==> src/hw/rtl/rbb_pkg.sv <==
// ----------------------------------------------------------------------------
// rbb_pkg: shared definitions for the run-length bitmap blit core
// Holds the request and response payload types, the register index codes, the
// pixel pipeline control types and the sequencer state type.
// ----------------------------------------------------------------------------
package rbb_pkg;

   // Default screen geometry.
   localparam int SCREEN_WIDTH_DEF  = 480;
   localparam int SCREEN_HEIGHT_DEF = 320;

   // Configuration port geometry and register indexes.
   localparam int CSR_IDX_W  = 3;
   localparam int CSR_DATA_W = 12;

   localparam logic [CSR_IDX_W-1:0] CSR_ORIGIN_X       = 3'd0;
   localparam logic [CSR_IDX_W-1:0] CSR_ORIGIN_Y       = 3'd1;
   localparam logic [CSR_IDX_W-1:0] CSR_IMAGE_WIDTH    = 3'd2;
   localparam logic [CSR_IDX_W-1:0] CSR_IMAGE_HEIGHT   = 3'd3;
   localparam logic [CSR_IDX_W-1:0] CSR_OVERWRITE_MODE = 3'd4;
   localparam logic [CSR_IDX_W-1:0] CSR_ON_COLOR       = 3'd5;
   localparam logic [CSR_IDX_W-1:0] CSR_OFF_COLOR      = 3'd6;

   // Request operation codes.
   localparam logic OP_RUN   = 1'b0;
   localparam logic OP_FETCH = 1'b1;

   // Saturation limits.
   localparam logic [17:0] COUNT_MAX = 18'h3FFFF;
   localparam logic [15:0] ROW_MAX   = 16'hFFFF;

   // A zero image size stands for this many pixels.
   localparam logic [12:0] SIZE_ZERO_AS = 13'd4096;

   typedef struct packed {
      logic       op;
      logic [7:0] run_length;
      logic       last_run;
   } req_payload_type;

   typedef struct packed {
      logic [15:0] pixel_color;
      logic        window_last;
      logic [17:0] pixels_drawn;
   } rsp_payload_type;

   // What a pixel in the address pipeline is for.
   typedef struct packed {
      logic is_run;
      logic wr_en;
      logic wr_bit;
   } pix_tag_type;

   // Control that travels with a pixel out of the address pipeline.
   typedef struct packed {
      logic        vld;
      logic        on_screen;
      pix_tag_type tag;
   } pix_ctl_type;

   typedef enum logic [2:0] {
      ST_CLEAR,
      ST_IDLE,
      ST_RUN,
      ST_DRAIN,
      ST_FETCH,
      ST_FETCH_ISSUE,
      ST_FETCH_WAIT,
      ST_DONE
   } blit_state_type;

endpackage

==> src/hw/rtl/rbb_addr_unit.sv <==
// ----------------------------------------------------------------------------
// rbb_addr_unit: shared pixel address pipeline
// Adds the image origin to an image position, clips against the screen and
// turns the screen position into a store word address and bit index. Two
// register stages; one pixel may enter every cycle.
// ----------------------------------------------------------------------------
module rbb_addr_unit
   import rbb_pkg::*;
#(
   parameter int SCREEN_WIDTH  = SCREEN_WIDTH_DEF,
   parameter int SCREEN_HEIGHT = SCREEN_HEIGHT_DEF,
   localparam int XW           = $clog2(SCREEN_WIDTH),
   localparam int YW           = $clog2(SCREEN_HEIGHT),
   localparam int PIX_TOTAL    = SCREEN_WIDTH * SCREEN_HEIGHT,
   localparam int IDX_W        = $clog2(PIX_TOTAL),
   localparam int STORE_WORDS  = (PIX_TOTAL + 31) / 32,
   localparam int WORD_AW      = $clog2(STORE_WORDS)
) (
   input  logic               clock,
   input  logic               reset,
   input  logic               in_vld,
   input  pix_tag_type        in_tag,
   input  logic [11:0]        base_x,
   input  logic [11:0]        base_y,
   input  logic [11:0]        off_x,
   input  logic [15:0]        off_y,
   output pix_ctl_type        out_ctl,
   output logic [WORD_AW-1:0] out_word,
   output logic [4:0]         out_bit,
   output logic               busy
);

   logic              s1_vld_ff, s1_vld_in;
   logic              s1_on_ff, s1_on_in;
   pix_tag_type       s1_tag_ff;
   logic [XW-1:0]     s1_x_ff;
   logic [YW-1:0]     s1_y_ff;
   logic              s2_vld_ff;
   logic              s2_on_ff;
   pix_tag_type       s2_tag_ff;
   logic [IDX_W-1:0]  s2_idx_ff, s2_idx_in;
   logic [12:0]       scr_x;
   logic [16:0]       scr_y;

   // Stage 1: screen position and clip test.
   always_comb begin
      scr_x     = 13'(base_x) + 13'(off_x);
      scr_y     = 17'(base_y) + 17'(off_y);
      s1_on_in  = (scr_x < 13'(SCREEN_WIDTH)) && (scr_y < 17'(SCREEN_HEIGHT));
      s1_vld_in = in_vld;
   end

   // Stage 2: linear pixel index, row times screen width plus column.
   assign s2_idx_in = IDX_W'(s1_y_ff) * IDX_W'(SCREEN_WIDTH) + IDX_W'(s1_x_ff);

   always_ff @(posedge clock) begin
      if (reset) begin
         s1_vld_ff <= 1'b0;
         s2_vld_ff <= 1'b0;
      end else begin
         s1_vld_ff <= s1_vld_in;
         s2_vld_ff <= s1_vld_ff;
      end
   end

   always_ff @(posedge clock) begin
      s1_on_ff  <= s1_on_in;
      s1_tag_ff <= in_tag;
      s1_x_ff   <= scr_x[XW-1:0];
      s1_y_ff   <= scr_y[YW-1:0];
      s2_on_ff  <= s1_on_ff;
      s2_tag_ff <= s1_tag_ff;
      s2_idx_ff <= s2_idx_in;
   end

   assign out_ctl.vld       = s2_vld_ff;
   assign out_ctl.on_screen = s2_on_ff;
   assign out_ctl.tag       = s2_tag_ff;
   assign out_word          = s2_idx_ff[5 +: WORD_AW];
   assign out_bit           = s2_idx_ff[4:0];
   assign busy              = s1_vld_ff | s2_vld_ff;

endmodule

==> config.mk <==
export PLATFORM = sky130hd
export DESIGN_NAME = rbb_addr_unit
export DESIGN_NICKNAME = d
export VERILOG_FILES = /design/src/hw/rtl/rbb_pkg.sv /design/src/hw/rtl/rbb_addr_unit.sv
export SDC_FILE = /design/constraint.sdc
export NUM_CORES = 1
export LEC_CHECK = 0
export ABC_AREA = 1
export BUFFER_PORTS_ARGS = -buffer_cell sky130_fd_sc_hd__buf_2
export CAP_MARGIN = 20
export CORE_ASPECT_RATIO = 0.6
export CORE_MARGIN = 1
export CORE_UTILIZATION = 33
export DETAILED_ROUTE_END_ITERATION = 8
export GPL_TIMING_DRIVEN = 1
export PLACE_DENSITY = 0.51
export SETUP_SLACK_MARGIN = 0.02
export SLEW_MARGIN = 20
export SYNTH_ARGS = -nofsm -noshare
export SYNTH_HDL_FRONTEND = slang
export SYNTH_SLANG_ARGS = --single-unit
export TNS_END_PERCENT = 50
==> constraint.sdc <==
create_clock -name clock -period 3.68 [get_ports clock]
set_clock_uncertainty 0.2 [all_clocks]
set_input_delay 0.92 -clock clock [delete_from_list [all_inputs] [get_ports clock]]
set_output_delay 0.92 -clock clock [all_outputs]
set_load 0.02 [all_outputs]
# == Word level (Yosys, flattened, before mapping) ==
# Cells that the tools add are included.
# totals
reg_bits,46
wordCells,21
output_inout_bits,24
input_bits,58
# op_classes
order_cmp,2
n_bitwise,1
n_reduce_logical,1
n_mul,1
add_sub_neg,3
# ops
cell,n
adder 18 x 9 -> 18 bit,1
adder 12 x 16 -> 17 bit,1
"< comparator 17 x 9 -> 1 bit, second input constant",1
adder 12 x 12 -> 13 bit,1
"< comparator 13 x 9 -> 1 bit, second input constant",1
"multiplier 9 x 4 -> 13 bit, second input constant",1
logical AND 1 bit,1
OR 1 bit,1

# == Depth between registers and ports, before layout ==
# depth
ltp_word,3
mapped_depth,17

# == Least setup slack after synthesis ==
# OpenSTA, ideal clock, no wires.
# synth_timing
path_kind,reg2reg
from,register s1_y_ff[0]
to,register s2_idx_ff[17]
n_path_buf,0
slack_ps,339
t_required_ps,3368
synth_period_minus_slack_ps,3341
setup_ps,112
arrival_ps,3029
stages_incl_launch_ff,18
path_cell_list,dfxtp_1 > fa_1 > inv_1 > fa_1 > fa_1 > inv_1 > ha_1 > nand2_1 > nand2_1 > a31oi_1 > nor2_1 > nand2_1 > nor2_2 > nand3_2 > nor2_4 > nand2_1 > nand2_1 > nand2_1
# synth_via
elab_chain_cells,2
# synth_rtl
element,line,text
start: declaration,rbb_addr_unit.sv:37,logic [YW-1:0] s1_y_ff;
start signal: assignment,rbb_addr_unit.sv:70,s1_y_ff <= scr_y[YW-1:0];
multiplier 9 x 4 -> 13 bit,rbb_addr_unit.sv:54,assign s2_idx_in = IDX_W'(s1_y_ff) * IDX_W'(SCREEN_WIDTH) + IDX_W'(s1_x_ff);
adder 18 x 9 -> 18 bit,rbb_addr_unit.sv:54,
named net s2_idx_in[17],rbb_addr_unit.sv:41,"logic [IDX_W-1:0] s2_idx_ff, s2_idx_in;"
end signal: assignment,rbb_addr_unit.sv:73,s2_idx_ff <= s2_idx_in;
end: declaration,rbb_addr_unit.sv:41,
# The timed path passes the listed nets, and every way through them passes these cells.
# A chain may end at the register's enable or synchronous reset.

# == Worst setup path after layout ==
# Ends and elaborated chain as after synthesis.

==> flow_summary.yaml <==
status:
  status: "complete, no violations"
sta:
  setup_viol: 0
  rsz0062_at_grt: "true"
  hold_violations: 0
  max_freq_mhz: 286
  max_slew_margin_pct: 77.5
  drv_slew: 0
  timing.final.crit_period_ns: 3.50
  period_share_pct: 95.1
  worst_pin_slew_ns: 0.337
worst_setup_path:
  timing.rr.start: "s1_y_ff[0]"
  crit_start: "s1_y_ff[0]"
  crit_path_max_fanout: 4
  cp_data_required_time_ns: 3.67
  worst_ep_arrival_time_ns: 3.49
  endpoint_kind: "flop"
  reg2reg_slack_ns: 0.18
  endpoint: "s2_idx_ff[17]"
  worstReg2RegEnd: "s2_idx_ff[17]"
  crit_type: "flop to flop"
  startpoint_type: "flop"
  rr_worst_depth: 17
final_layout:
  antenna_cells: 0
  nFillCells: 1139
  fin_area_um2: 4530
  drive_above_1_share_pct: 16.5
  syn2layout_area_growth_pct: 19.0
  finish.net_count: 748
  final_util_pct: 41.6
  final_common_cell: "nand2_1"
  mostFrequentLayoutCells: "162 x nand2_1, 115 x inv_1, 81 x buf_2"
cts:
  clock_latency_ns: 0.29
  cts_tree: "yes"
  cts.path.max_buffers: 2
  post_cts_buffers: 0
  post_cts_resized: 0
  cts.sinks: 46
  cts-root-buf: "clkbuf_16"
  htreeDepth: 2
  cts_buffers: 5
  cts_hold_buf: 0
  clk_pin_slew_ns: 0.07
drt:
  vias_per_cell: 4.39
  wire_per_inst_um: 10.6
  drc: 0
  drt_iter0_drc: 154
  ant_nets: 0
  drtPass1Iterations: 4
  drt_wl_total_um: 8170
  via_count: 3371
die:
  pin_count: 82
  die_width_um: 141
  die_h_um: 85.2
  die_area_um2: 12000
  rows: 29
  core_area_um2: 10900
  start_util_pct: 35.0
placed_design:
  dpl.hpwl_um: 7120
  placed_cell_area_um2: 4370
  gp_congestion: 0.857
  portBuffers: 81
global_route:
  grt_remaining_overflow: 0
  grt_util_all_layers_pct: 14.6
  grt_pass1_wl_um: 13900
  grt_start_max_net_pins: 16
  antenna_found_initial: 0
  first_global_vias: 3003
yosys:
  synth_area_leader_cell: "dfxtp_1"
  seq_area_frac_synth_pct: 24.2
  synth_seq_cells: 46
  ys.warnings.count: 0
  synth_cells: 543
  synth.top_cells.by_area: "dfxtp_1 24%, nand2_1 16%, ha_1 14%, inv_1 11%, fa_1 9.5%"
  syn-num-nets: 663
  synth_cell_type_count: 31
  avgSynthCellArea_um2: 7.01
  synth.cell_area_um2: 3810
  netlist.area_leader.share_pct: 24.2
hold_path:
  hold_class: "flop to flop"
power_and_ir_drop:
  power.density_nw_per_um2: 806
  p_leak_nw: 2.64
  ir_worst_vdd_v: 0.000428
run:
  maxCapViolCount: 0
-- flip-flops by register name, summed over array words and instances (netlist names) --
name       cells
s2_idx_ff     18
s1_x_ff        9
s1_y_ff        9
out_ctl        3
s1_tag_ff      3
s1_on_ff       1
s1_vld_ff      1
s2_on_ff       1
s2_vld_ff      1
-- critical path, cell delays in order (launching register included) --
cell and delay [ns]:
dfxtp_2 0.34, fa_1 0.55, inv_1 0.05, fa_1 0.48, fa_1 0.49, inv_1 0.06, ha_4 0.28, nand2_1 0.06
nand2_1 0.06, a31oi_1 0.06, nor2_1 0.16, nand2_1 0.10, nor2_4 0.13, nand3_2 0.09, nor2_4 0.12, nand2_1 0.06
nand2_1 0.05, nand2_1 0.04
-- routing by layer --
| layer | global-route usage [%] | vias up | wire length [um] |
|---|---|---|---|
| met3 | 3.10 | 4 | 507 |
| met2 | 21.3 | 86 | 3050 |
| li1 | - | 1833 | - |
| met5 | 0 | - | 0 |
| met4 | 2.67 | 0 | 36 |
| met1 | 22.1 | 1448 | 4580 |
-- metrics by stage --
stage / TNS, ns / setup WS (ns) / power (mW) / cells / hold WS [ns]
5_1_grt: -0.125 / -0.112 / 4.07 / 768 / 0.134
3_3_place_gp: 0 / 0.217 / 3.15 / 760 / 0.112
3_5_place_dp: 0 / 0.156 / 3.18 / 760 / 0.112
6_report: 0 / 0.181 / 3.65 / 768 / 0.126
4_1_cts: 0 / 0.125 / 3.65 / 768 / 0.127
2_1_floorplan: 0 / 0.339 / 2.66 / 543 / 0.110
-- how the worst min path moves through the flow --
stage                             from           end  slack (ns)  depth (start not counted)
after floorplan           s1_tag_ff[0]    out_ctl[0]        0.11                          0
after global placement      s1_x_ff[1]  s2_idx_ff[1]        0.11                          0
after detailed placement    s1_x_ff[2]  s2_idx_ff[2]        0.11                          0
after CTS                   s1_x_ff[2]  s2_idx_ff[2]        0.13                          0
after global routing      s1_tag_ff[1]    out_ctl[1]        0.13                          0
final                     s1_tag_ff[2]    out_ctl[2]        0.13                          0
-- cells in the mapped netlist --
master,number
nor2_2,1
xor2_2,3
nor2_4,1
xor2_4,1
nand3_1,47
inv_1,115
and2_1,1
fa_1,18
nor2_1,35
or2_2,2
nor3_1,1
nand2_4,1
ha_1,44
xnor2_1,5
nand4_1,8
o21bai_1,3
or2_0,1
nand2_2,3
a21o_1,1
buf_2,1
nand3b_1,1
buf_4,2
a31oi_1,3
a21boi_0,1
xor2_1,13
dfxtp_1,46
a21oi_1,17
o21ai_0,4
nand3_2,1
a22oi_1,1
nand2_1,162
-- logic make-up (layout without fill, tap and decap cells) --
kind of cell / Yosys count / count (layout) / share of synthesized area (%)
DFF: 46 / 46 / 24.2
buffers and inverters: 118 / 204 / 11.9
AOI/OAI and AO/OA: 30 / 30 / 4.44
adders and majority gates: 62 / 62 / 23.9
xor gates and xnor gates: 22 / 22 / 6.15
and+or+nand+nor: 265 / 265 / 29.4
-- report_power, final --
part           total, mW  internal [mW]  switching [mW]
combinational       2.52          0.929            1.59
clock              0.447          0.252           0.195
sequential         0.686          0.649          0.0369
-- cell type report --
type                    count  area, um^2  area share, %
multi-input cells         379        2450           54.1
flip-flops and latches     46         922           20.4
inverters                 115         432           9.53
repair buffers             81         405           8.95
well taps                 139         174           3.84
clock buffers               5         125           2.76
clock inverters             3        18.8          0.414
(Power assumes the default switching activity.)
